[config.mk]
export PLATFORM = sky130hd
export DESIGN_NAME = line_pixel_stepper
export DESIGN_NICKNAME = d
export VERILOG_FILES = /design/src/sv/lps_pkg.sv /design/src/sv/line_pixel_stepper.sv
export VERILOG_INCLUDE_DIRS = /design/src /design/src/sv
export SDC_FILE = /design/constraint.sdc
export NUM_CORES = 1
export LEC_CHECK = 0
export BUFFER_PORTS_ARGS = -buffer_cell sky130_fd_sc_hd__buf_2
export CAP_MARGIN = 10
export CORE_MARGIN = 4
export CORE_UTILIZATION = 30
export DETAILED_ROUTE_END_ITERATION = 10
export GPL_TIMING_DRIVEN = 0
export PLACE_DENSITY = 0.53
export SLEW_MARGIN = 20
export SYNTH_ARGS = -nofsm -noshare
export SYNTH_HDL_FRONTEND = slang
export SYNTH_SLANG_ARGS = --single-unit
export TNS_END_PERCENT = 100
[constraint.sdc]
create_clock -name clk_i -period 7 [get_ports clk_i]
set_input_delay 1.75 -clock clk_i [delete_from_list [all_inputs] [get_ports clk_i]]
set_output_delay 1.75 -clock clk_i [all_outputs]
set_load 0.01 [all_outputs]
[src/sv/line_pixel_stepper_macros.svh]
// assertion macros shared by the line pixel stepper rtl
// expects clk_i and rst_ni in the scope where a macro is used
`ifndef LINE_PIXEL_STEPPER_MACROS_SVH
`define LINE_PIXEL_STEPPER_MACROS_SVH

// same-cycle implication, checked out of reset
`define LPS_ASSERT_IMP(lbl, ante, cons) \
  lbl: assert property (@(posedge clk_i) disable iff (!rst_ni) (ante) |-> (cons)) \
    else $error("line_pixel_stepper: same-cycle check failed");

// next-cycle implication, checked out of reset
`define LPS_ASSERT_NXT(lbl, ante, cons) \
  lbl: assert property (@(posedge clk_i) disable iff (!rst_ni) (ante) |=> (cons)) \
    else $error("line_pixel_stepper: next-cycle check failed");

`endif

[src/sv/lps_pkg.sv]
// types and constants for the line pixel stepper
// no dependencies
`default_nettype none

package lps_pkg;

  localparam int unsigned COLOR_BITS = 24;

  // command carried in the input tuser bit
  typedef enum logic {
    CMD_START = 1'b0,
    CMD_STEP  = 1'b1
  } cmd_e;

  // line classification
  typedef enum logic [1:0] {
    MODE_SHALLOW = 2'd0,
    MODE_STEEP   = 2'd1,
    MODE_DIAG    = 2'd2
  } mode_e;

endpackage

`default_nettype wire

[src/sv/line_pixel_stepper.sv]
// line pixel stepper: line rasterizer, 4-connected but for diagonal lines, one output item per input item
// depends on lps_pkg and line_pixel_stepper_macros.svh
//
//  channel   dir  tdata (low bit up)                      tuser        tlast
//  s_axis    in   x_start y_start x_end y_end pen_color   cmd          -
//  m_axis    out  pixel_x pixel_y pixel_color             pixel_valid  last_pixel
//
//  one item per cycle while s_axis_tready_o is high: an accepted item updates the line
//  state and its pixel lands in the output register at the same edge, or in the skid
//  stage if the output is stalled; the err add and compare sets the clock period
//  reset clears the line state to idle and empties the output stages
//  a two-deep output (register plus skid) keeps s_axis_tready_o a register:
//  it drops only when both output stages hold items
`default_nettype none
`include "line_pixel_stepper_macros.svh"

module line_pixel_stepper #(
  parameter int unsigned COORD_BITS = 11
) (
  input  wire logic                clk_i,
  input  wire logic                rst_ni,
  // input item channel
  input  wire logic                s_axis_tvalid_i,
  output logic                     s_axis_tready_o,
  // x_start, y_start, x_end, y_end, pen_color
  input  wire logic [((4*COORD_BITS+lps_pkg::COLOR_BITS+7)/8)*8-1:0] s_axis_tdata_i,
  // cmd
  input  wire logic                s_axis_tuser_i,
  // result item channel
  output logic                     m_axis_tvalid_o,
  input  wire logic                m_axis_tready_i,
  // pixel_x, pixel_y, pixel_color
  output logic [((2*COORD_BITS+lps_pkg::COLOR_BITS+7)/8)*8-1:0] m_axis_tdata_o,
  // pixel_valid
  output logic                     m_axis_tuser_o,
  // last_pixel
  output logic                     m_axis_tlast_o
);

  import lps_pkg::*;

  localparam int unsigned CB    = COORD_BITS;
  localparam int unsigned IN_W  = ((4*CB+COLOR_BITS+7)/8)*8;
  localparam int unsigned OUT_W = ((2*CB+COLOR_BITS+7)/8)*8;
  localparam logic [CB-1:0] ONE_C = CB'(1);
  localparam logic [CB:0]   ONE_S = (CB+1)'(1);

  // coordinate step with wraparound
  function automatic logic [CB-1:0] move_c(input logic [CB-1:0] c, input logic neg);
    return neg ? (c - ONE_C) : (c + ONE_C);
  endfunction

  // line state
  logic [CB-1:0]         cur_x_q, cur_x_d, cur_y_q, cur_y_d;
  logic [CB+1:0]         err_q, err_d;
  logic [CB:0]           steps_q, steps_d;
  logic [CB-1:0]         adx_q, adx_d, ady_q, ady_d;
  logic                  xneg_q, xneg_d, yneg_q, yneg_d;
  mode_e                 mode_q, mode_d;
  logic                  minor_q, minor_d;
  logic                  active_q, active_d;
  logic [COLOR_BITS-1:0] color_q, color_d;

  // result of the accepted item
  logic                  res_vld, res_last;
  logic [CB-1:0]         res_x, res_y;
  logic [COLOR_BITS-1:0] res_color;
  logic [OUT_W-1:0]      res_data;

  // input fields
  logic [CB-1:0]         xs, ys, xe, ye;
  logic [COLOR_BITS-1:0] pen;
  assign xs  = s_axis_tdata_i[0*CB +: CB];
  assign ys  = s_axis_tdata_i[1*CB +: CB];
  assign xe  = s_axis_tdata_i[2*CB +: CB];
  assign ye  = s_axis_tdata_i[3*CB +: CB];
  assign pen = s_axis_tdata_i[4*CB +: COLOR_BITS];

  // handshakes
  logic in_fire, out_fire;
  logic out_vld_q, skid_vld_q;
  assign in_fire  = s_axis_tvalid_i && s_axis_tready_o;
  assign out_fire = out_vld_q && m_axis_tready_i;

  // start path terms
  logic          st_xneg, st_yneg;
  logic [CB-1:0] st_adx, st_ady, st_major;
  logic [CB:0]   st_sum;
  // step path terms
  logic [CB-1:0] major, minor;
  logic [CB+1:0] acc, two_major;

  always_comb begin
    cur_x_d  = cur_x_q;
    cur_y_d  = cur_y_q;
    err_d    = err_q;
    steps_d  = steps_q;
    adx_d    = adx_q;
    ady_d    = ady_q;
    xneg_d   = xneg_q;
    yneg_d   = yneg_q;
    mode_d   = mode_q;
    minor_d  = minor_q;
    active_d = active_q;
    color_d  = color_q;

    res_vld   = 1'b0;
    res_last  = 1'b0;
    res_x     = '0;
    res_y     = '0;
    res_color = '0;

    // start: classify the line
    st_xneg  = (xe < xs);
    st_yneg  = (ye < ys);
    st_adx   = st_xneg ? (xs - xe) : (xe - xs);
    st_ady   = st_yneg ? (ys - ye) : (ye - ys);
    st_sum   = {1'b0, st_adx} + {1'b0, st_ady};
    st_major = (st_ady > st_adx) ? st_ady : st_adx;

    // step: error accumulate and compare against twice the major delta
    major     = (mode_q == MODE_STEEP) ? ady_q : adx_q;
    minor     = (mode_q == MODE_STEEP) ? adx_q : ady_q;
    acc       = err_q + {1'b0, minor, 1'b0};
    two_major = {1'b0, major, 1'b0};

    if (s_axis_tuser_i == CMD_START) begin
      color_d = pen;
      cur_x_d = xs;
      cur_y_d = ys;
      xneg_d  = st_xneg;
      yneg_d  = st_yneg;
      adx_d   = st_adx;
      ady_d   = st_ady;
      minor_d = 1'b0;
      if (st_adx == st_ady) begin
        mode_d  = MODE_DIAG;
        steps_d = {1'b0, st_adx};
      end else if (st_ady > st_adx) begin
        mode_d  = MODE_STEEP;
        steps_d = st_sum;
      end else begin
        mode_d  = MODE_SHALLOW;
        steps_d = st_sum;
      end
      err_d     = {2'b00, st_major};
      active_d  = (steps_d != '0);
      res_vld   = 1'b1;
      res_x     = xs;
      res_y     = ys;
      res_color = pen;
      res_last  = !active_d;
    end else if (active_q) begin
      unique case (mode_q)
        MODE_DIAG: begin
          cur_x_d = move_c(cur_x_q, xneg_q);
          cur_y_d = move_c(cur_y_q, yneg_q);
        end
        MODE_STEEP, MODE_SHALLOW: begin
          if (minor_q) begin
            // minor-axis only step keeps the line 4-connected
            if (mode_q == MODE_STEEP) cur_x_d = move_c(cur_x_q, xneg_q);
            else                      cur_y_d = move_c(cur_y_q, yneg_q);
            minor_d = 1'b0;
          end else begin
            if (mode_q == MODE_STEEP) cur_y_d = move_c(cur_y_q, yneg_q);
            else                      cur_x_d = move_c(cur_x_q, xneg_q);
            if (acc >= two_major) begin
              err_d   = acc - two_major;
              minor_d = 1'b1;
            end else begin
              err_d = acc;
            end
          end
        end
        default: ;
      endcase
      steps_d = steps_q - ONE_S;
      if (steps_d == '0) begin
        active_d = 1'b0;
        minor_d  = 1'b0;
      end
      res_vld   = 1'b1;
      res_x     = cur_x_d;
      res_y     = cur_y_d;
      res_color = color_q;
      res_last  = (steps_d == '0);
    end
  end

  assign res_data = OUT_W'({res_color, res_y, res_x});

  // line state registers
  always_ff @(posedge clk_i or negedge rst_ni) begin
    if (!rst_ni) begin
      cur_x_q  <= '0;
      cur_y_q  <= '0;
      err_q    <= '0;
      steps_q  <= '0;
      adx_q    <= '0;
      ady_q    <= '0;
      xneg_q   <= 1'b0;
      yneg_q   <= 1'b0;
      mode_q   <= MODE_SHALLOW;
      minor_q  <= 1'b0;
      active_q <= 1'b0;
      color_q  <= '0;
    end else if (in_fire) begin
      cur_x_q  <= cur_x_d;
      cur_y_q  <= cur_y_d;
      err_q    <= err_d;
      steps_q  <= steps_d;
      adx_q    <= adx_d;
      ady_q    <= ady_d;
      xneg_q   <= xneg_d;
      yneg_q   <= yneg_d;
      mode_q   <= mode_d;
      minor_q  <= minor_d;
      active_q <= active_d;
      color_q  <= color_d;
    end
  end

  // output register and skid stage
  logic [OUT_W-1:0] out_data_q, skid_data_q;
  logic             out_user_q, out_last_q, skid_user_q, skid_last_q;

  always_ff @(posedge clk_i or negedge rst_ni) begin
    if (!rst_ni) begin
      out_vld_q  <= 1'b0;
      skid_vld_q <= 1'b0;
    end else if (skid_vld_q) begin
      if (out_fire) begin
        skid_vld_q <= 1'b0;
      end
    end else if (in_fire) begin
      if (out_vld_q && !m_axis_tready_i) begin
        skid_vld_q <= 1'b1;
      end else begin
        out_vld_q <= 1'b1;
      end
    end else if (out_fire) begin
      out_vld_q <= 1'b0;
    end
  end

  // payload, no reset
  always_ff @(posedge clk_i) begin
    if (skid_vld_q) begin
      if (out_fire) begin
        out_data_q <= skid_data_q;
        out_user_q <= skid_user_q;
        out_last_q <= skid_last_q;
      end
    end else if (in_fire) begin
      if (out_vld_q && !m_axis_tready_i) begin
        skid_data_q <= res_data;
        skid_user_q <= res_vld;
        skid_last_q <= res_last;
      end else begin
        out_data_q <= res_data;
        out_user_q <= res_vld;
        out_last_q <= res_last;
      end
    end
  end

  assign s_axis_tready_o = !skid_vld_q;
  assign m_axis_tvalid_o = out_vld_q;
  assign m_axis_tdata_o  = out_data_q;
  assign m_axis_tuser_o  = out_user_q;
  assign m_axis_tlast_o  = out_last_q;

  // skid holds an item only behind a full output register
  `LPS_ASSERT_IMP(a_skid_behind_out, skid_vld_q, out_vld_q)
  // an item arriving at a stalled full output goes to the skid stage
  `LPS_ASSERT_NXT(a_skid_fill, in_fire && out_vld_q && !m_axis_tready_i, skid_vld_q)
  // active line exactly while steps remain
  `LPS_ASSERT_IMP(a_active_steps, 1'b1, active_q == (steps_q != '0))
  // no pending minor step once the line is done
  `LPS_ASSERT_IMP(a_idle_no_minor, !active_q, !minor_q)
  // error term stays below twice the major delta
  `LPS_ASSERT_IMP(a_err_bound, active_q && (mode_q != MODE_DIAG), err_q < two_major)

endmodule

`default_nettype wire

## Word-level counts from Yosys, hierarchy flattened

Cells that the tools add are included.

| storage, ports and cells | value |
|---|---|
| logic and storage cells | 135 |
| bits of input ports | 77 |
| output and inout port bits | 52 |
| bits in registers | 199 |

| cells by class | value |
|---|---|
| add/subtract/negate cells | 12 |
| eq/ne operators | 10 |
| $lt $le $gt $ge | 4 |
| bitwise logic cells | 2 |
| reduce and logical (&&, ||, !) cells | 19 |
| multiplexer cells | 68 |

Operators by type and width:

| kind | count |
|---|---|
| 11-bit 2-to-1 mux | 21 |
| 48-bit 2-to-1 mux | 4 |
| 13-bit 2-to-1 mux | 5 |
| 12-bit 2-to-1 mux | 4 |
| 24-bit 2-to-1 mux | 2 |
| 11-bit one-hot mux with 2 select lines | 2 |
| 11-bit subtractor | 4 |
| 1-bit 2-to-1 mux | 29 |
| 11-bit by 1-bit adder with 11-bit output, second input constant | 2 |
| 11-bit less-than comparator | 2 |
| 11-bit by 1-bit subtractor with 11-bit output, second input constant | 2 |
| 13-bit by 12-bit adder with 13-bit output | 1 |
| 13-bit by 12-bit >= comparator with 1-bit output | 1 |
| 13-bit by 12-bit subtractor with 13-bit output | 1 |
| 11-bit by 11-bit adder with 12-bit output | 1 |
| 12-bit zero test | 1 |
| 3-bit AND reduction | 4 |
| 12-bit nonzero test | 1 |
| 12-bit by 1-bit subtractor with 12-bit output, second input constant | 1 |
| 11-bit == test | 1 |
| 11-bit > comparator | 1 |
| 2-bit != test, second input constant | 4 |
| 2-bit by 1-bit != test with 1-bit output, second input constant | 2 |
| 2-bit AND reduction | 2 |
| 11 further kinds | 17 |

## Longest topological paths before layout

| depth | value |
|---|---|
| depth in word-level cells | 11 |
| mapped depth | 22 |
| depth with buffers taken out | 22 |

## Worst setup path before layout

No wires, ideal clock.

| timing | value |
|---|---|
| kind | input port to flip-flop |
| from | in s_axis_tdata_i[19] (netlist bit) |
| to | reg out_last_q (netlist: m_axis_tlast_o) (data pin) |
| stages | 22 |
| buffers on the path | 2 |
| data arrival time | 5.770 ns |
| path slack | 0.971 ns |
| setup time | 0.260 ns |
| required time | 6.740 ns |
| cells stage by stage | inv_1 > ha_1 > clkbuf_1 > a21o_1 > a211o_1 > a31o_2 > nand2_1 > buf_2 > nor3_1 > a21oi_1 > xnor2_1 > inv_1 > ha_1 > nor2_1 > a221o_1 > a21oi_1 > a21oi_1 > a221oi_1 > mux2i_1 > a31oi_1 > o41ai_2 > mux2_2 |

| on the way | value |
|---|---|
| longest elaborated chain between the ends | 11 |
| elaborated cells on any way between the ends | 14 |
| classes of those cells | add/sub: 3; order compare: 1; eq/ne: 1; mux: 7; reduce/logical: 2 |

RTL lines:

| what | RTL line | source |
|---|---|---|
| start, declared | line_pixel_stepper.sv:26 | `input wire logic [((4*COORD_BITS+lps_pkg::COLOR_BITS+7)/8)*8-1:0] s_axis_tdata_i,` |
| 11-bit less-than comparator * | line_pixel_stepper.sv:115 | `st_yneg = (ye < ys);` |
| 11-bit 2-to-1 mux * | line_pixel_stepper.sv:117 | `st_ady = st_yneg ? (ys - ye) : (ye - ys);` |
| net st_ady[3] | line_pixel_stepper.sv:87 | `logic [CB-1:0] st_adx, st_ady, st_major;` |
| 11-bit by 11-bit adder with 12-bit output or 11-bit == test (tied branches) | line_pixel_stepper.sv:118, line_pixel_stepper.sv:136 |  |
| 12-bit 2-to-1 mux * | line_pixel_stepper.sv:136 | `if (st_adx == st_ady) begin` |
| 12-bit 2-to-1 mux * | line_pixel_stepper.sv:127 | `if (s_axis_tuser_i == CMD_START) begin` |
| 12-bit nonzero test * | line_pixel_stepper.sv:147 | `active_d = (steps_d != '0);` |
| 1-bit zero test * | line_pixel_stepper.sv:152 | `res_last = !active_d;` |
| 1-bit 2-to-1 mux * | line_pixel_stepper.sv:127 |  |
| 1-bit 2-to-1 mux * | line_pixel_stepper.sv:256 | `if (out_vld_q && !m_axis_tready_i) begin` |
| 1-bit 2-to-1 mux * | line_pixel_stepper.sv:255 | `end else if (in_fire) begin` |
| 1-bit 2-to-1 mux * | line_pixel_stepper.sv:249 | `if (skid_vld_q) begin` |
| end signal, assigned | line_pixel_stepper.sv:253 | `out_last_q <= skid_last_q;` |
| end signal, assigned | line_pixel_stepper.sv:263 | `out_last_q <= res_last;` |
| end, declared | line_pixel_stepper.sv:226 | `logic out_user_q, out_last_q, skid_user_q, skid_last_q;` |

Mark *: on every way through the listed nets, which the timed path passes. The rest lies on a longest branch. The select of a mux whose other input is x is not followed.
A chain may end at the register's enable or synchronous reset.

## Worst setup path in the final report

| timing | value |
|---|---|
| from | in s_axis_tdata_i[12] (netlist bit) |
| to | reg out_last_q (netlist: m_axis_tlast_o) (data pin) |

| on the way | value |
|---|---|
| longest elaborated chain between the ends | 11 |
| elaborated cells on any way between the ends | 14 |
| classes of those cells | add/sub: 3; order compare: 1; eq/ne: 1; mux: 7; reduce/logical: 2 |

RTL lines:

| what | RTL line |
|---|---|
| 11-bit subtractor or 11-bit less-than comparator (tied branches) | line_pixel_stepper.sv:117, line_pixel_stepper.sv:115 |
| 11-bit 2-to-1 mux * | line_pixel_stepper.sv:117 |
| net st_ady[9] | line_pixel_stepper.sv:87 |
| 11-bit by 11-bit adder with 12-bit output or 11-bit == test (tied branches) | line_pixel_stepper.sv:118, line_pixel_stepper.sv:136 |
| 12-bit 2-to-1 mux * | line_pixel_stepper.sv:136 |
| 12-bit 2-to-1 mux * | line_pixel_stepper.sv:127 |
| 12-bit nonzero test * | line_pixel_stepper.sv:147 |
| 1-bit zero test * | line_pixel_stepper.sv:152 |
| 1-bit 2-to-1 mux * | line_pixel_stepper.sv:127 |
| 1-bit 2-to-1 mux * | line_pixel_stepper.sv:256 |
| 1-bit 2-to-1 mux * | line_pixel_stepper.sv:255 |
| 1-bit 2-to-1 mux * | line_pixel_stepper.sv:249 |

Marked as above.

==> results.txt <==
* Cell depth of the worst hold path: 2
- Cell count after synthesis: 1506
* Cell-by-cell listing of the critical path: buf_2, inv_1, ha_1, a21oi_1, o22ai_1, o41ai_1, o21ai_0, mux2i_1, xor2_1, inv_1, ha_1, nand4bb_1, nor3_1, nand3_1, a211oi_1, o2111ai_2, o41ai_2, mux2_2
- After the flow finishes, the layout carries non-filler instances totaling 2265.
* Vias in the first global route: 11500
- Main area contributors after synthesis: edfxtp_1, dfrtp_1, ha_1
* Total number of placement rows: 78
- Proportion of power drawn by combinational gates: 62.8%
- Once the floorplan was initialized, standard cells occupied 30.4% of the core.
- Switching power summed over all nets: 3.81 mW
- The die is around 220 um tall.
- PwrDens: 522 nW/um^2
- After synthesis the cells add up to 13800 sq um.
- Int Power: 4.51 mW
* Fraction of the core area covered by cells at the end of the flow: between 30% and 40%
* Most frequent standard cell in the layout excluding fill and tap cells: nand2_1
* Die width: 222 um
- Final worst-path cycle share: roughly 96%
* Area delta synth->final: 15.6%
- Clock latency at the later pin of the worst-skew pair: approximately 0.46 ns
- Top library cells by usage in the layout, fill and taps aside: nand2_1, o21ai_0, buf_2, inv_1, ha_1
- In this run the worst hold path is classified as register to register.
- The clock passes through at most 2 buffers.
- Setup slack of the critical path after layout: 0.250 ns
* Final count of hold timing violations: 0
* Number of top-level pins: 129
- Hold timing on the final database bottoms out at a slack of 0.484 ns.
- Global route total overflow: 0
- Cell taking the most area after synthesis: edfxtp_1
- Total Wirelength: 42.5 mm
- After synthesis, the largest area contributor takes up 20.9% of total cell area.
- Most utilized layer in the global route result: met2
- For this block, the initial DRC count from the detailed router was between 900 and 1000.
* Final weighted congestion in routability-driven placement: 0.935
* Slew of the pin with the lowest slew margin: 0.990 ns
- Place WS: -0.564 ns
- Pin count of the biggest net entering global routing: 59
- STA classifies the critical path endpoint as a register.
* Average wire per standard cell: 18.8 um
- The cell sitting at the root of the clock tree is a clkbuf_16.
* Share of synthesized flip-flops with an asynchronous set or reset: 51.3%
- The critical path is of the input pin to register type.
- Required time worst endpoint: between 7 and 8 ns
- Arrival time worst endpoint: ~7 ns
* DRC violation count after routing: 0
* Cells after DPL: 2231
- The synthesized design contains 96 enable-type register cells.
* Total power consumption of the routed design: 8.32 mW
- CTS tree: done
- Yosys printed 0 warnings.
- The number of antenna diodes in the final layout is 0.
* Number of buffers added by the clock tree synthesis step: 17
* Critical Path Fanout Max: 5
* RSZ-0062 raised after global routing: no
- Buffers inserted to repair hold after CTS numbered 0.
* Syn Area/Cell: 9.16 sq um
- Clock slew seen by the registers of the worst setup and hold paths: 0.07 ns
- The share of total power dissipated in the clock network is between 10 and 15%.
- Of the synthesized area, sequential elements account for 39.2%.
- Flop and latch count out of synthesis: 197
- The first global-routing pass estimated 66.5 mm of wire.
- Remaining antenna violation count: 0
- Across the routed clock network, the largest skew measured is 0.0140 ns.
- For this run, the detailed router's first-pass iteration total came to 5.
- Number of violations of the max-capacitance limit: 0
- The synthesized netlist contains 78 unique library cells.
- Worst reg-to-reg path cell count: 21
- Via density per instance: 5.16
- The core region is about 45000 sq um.
- Max incr delay on CP: 0.65 ns
- The clock drives 197 sinks.
- Port buffering added 121 buffers.
- The number of antenna violations at the first check in global routing was 2.
- Top achievable clock speed: between 0.1 and 0.15 GHz
- For met3 alone, demand over resource in global routing was 3.73%.
- In this run the static leakage power is 7.09 nW.
- The H-tree was split into 4 levels.
* Area of the die: 49500 sq um
* Final count of pins violating max slew: 0
- Setup-violating endpoint count in the final report: 0
* Startpoint type of the worst setup path: input pin
- Hpwl dp: 33.2 mm
- Synth Flop Type: dfrtp_1
- Of the total power, registers draw roughly a quarter.
- Global routing met2 resource utilization: 27.5%
* Post-layout min period: roughly 6.8 ns
- Slew headroom: 33.3%
- The worst-case IR drop observed on VDD is between 0.4 and 0.5 mV.
- Global routing consumed, on the met1 layer, 22.9% of the routing resources.
- Switching fraction of total power: 45.8%
* Status: finished, final reports clean
- Fraction of final layout cells with drive strength greater than 1: roughly 16%
- The routed layout has 11700 vias.
- Number of nets at the end of the flow: 1844
- The slowest stage of the critical path is the nor3_1 cell.
- Global routing used 17.0% of the available tracks across all layers.
-- area by class of cell --
class / instances / area (sq um)
Tap cell: 600 / 751
Timing Repair Buffer: 126 / 702
Sequential cell: 197 / 5410
Clock inverter: 15 / 190
Fill cell: 4708 / 29400
Multi-Input combinational cell: 1122 / 7730
Buffer: 66 / 284
Clock buffer: 17 / 425
Inverter: 122 / 460
-- worst paths after layout --
kind                                         from                        to  slack [ns]
min                        color_q[4]$_DFFE_PN0P_    color_q[4]$_DFFE_PN0P_        0.48
min reg2reg                color_q[4]$_DFFE_PN0P_    color_q[4]$_DFFE_PN0P_        0.48
min in group asynchronous                  rst_ni   color_q[17]$_DFFE_PN0P_        1.27
max                            s_axis_tdata_i[12]  m_axis_tlast_o$_DFFE_PP_        0.25
max in group asynchronous                  rst_ni      err_q[1]$_DFFE_PN0P_        5.02
max reg2reg                 mode_q[0]$_DFFE_PN0P_      err_q[8]$_DFFE_PN0P_        0.70
-- Yosys cell counts, types with 27 or more instances --
master,instances
clkbuf_1,43
edfxtp_1,96
nand3_1,32
ha_1,106
mux2i_1,32
a21o_1,30
o21ai_0,162
xnor2_1,36
a21oi_1,82
nor2_1,95
dfrtp_1,101
inv_1,120
nor3_1,27
mux2_2,62
nand2_1,195
-- layer usage --
| layer | vias to the layer above | share of wire (%) |
|---|---|---|
| met3 | 57 | 5.8 |
| met2 | 322 | 46 |
| li1 | 5653 | - |
| met4 | 4 | 2.3 |
| met5 | - | 0.080 |
| met1 | 5661 | 46 |
-- timing repair --
| action | in CTS | in global routing |
|---|---|---|
| gates cloned | 0 | 0 |
| pin swaps | 0 | 1 |
| buffers inserted | 0 | 2 |
| endpoints found under the setup margin | 1 | 5 |
| resized for setup | 1 | 13 |
-- kinds of logic after synthesis --
| family | after synthesis | synth area share [%] |
|---|---|---|
| AOI/OAI and AO/OA | 424 | 19.2 |
| xor gates and xnor gates | 59 | 3.74 |
| adders and majority gates | 115 | 10.9 |
| buffers and inverters | 188 | 5.37 |
| DFF | 197 | 39.2 |
| muxes | 95 | 7.46 |
| other | 1 | 0.0272 |
| and+or+nand+nor | 427 | 14.0 |
-- sequential cells by signal, summed over array words and instances (netlist names), 2 cells and up --
| register | flops |
|---|---|
| cur_y_q | 11 |
| color_q | 24 |
| skid_data_q | 46 |
| mode_q | 2 |
| m_axis_tdata_o | 46 |
| steps_q | 12 |
| err_q | 13 |
| adx_q | 11 |
| cur_x_q | 11 |
| ady_q | 11 |
-- stage by stage --
stage	setup TNS (ns)	area (sq um)
final	0	16000
after global routing	0	16000
after CTS	0	15900
after detailed placement	-3.33	15300
after global placement	-3.54	15200
after floorplan	0	13800
-- power groups by stage --
stage | Combinational, mW | Clock, mW | Sequential [mW]
floorplan | 3.82 | 0 | 2.08
global placement | 5.05 | 0 | 2.08
detailed placement | 5.18 | 0 | 2.08
CTS | 5.21 | 1.06 | 2.06
global route | 5.86 | 1.10 | 2.12
finish | 5.23 | 1.03 | 2.06
-- critical path, delay by kind of cell --
family,cells,cell delay (ns)
compound gates,7,1.93
simple gates,3,1.16
buf+inv,3,0.61
mux,2,0.40
xor+xnor,1,0.42
fa+ha+maj,2,0.79
(Power assumes the default switching activity.)
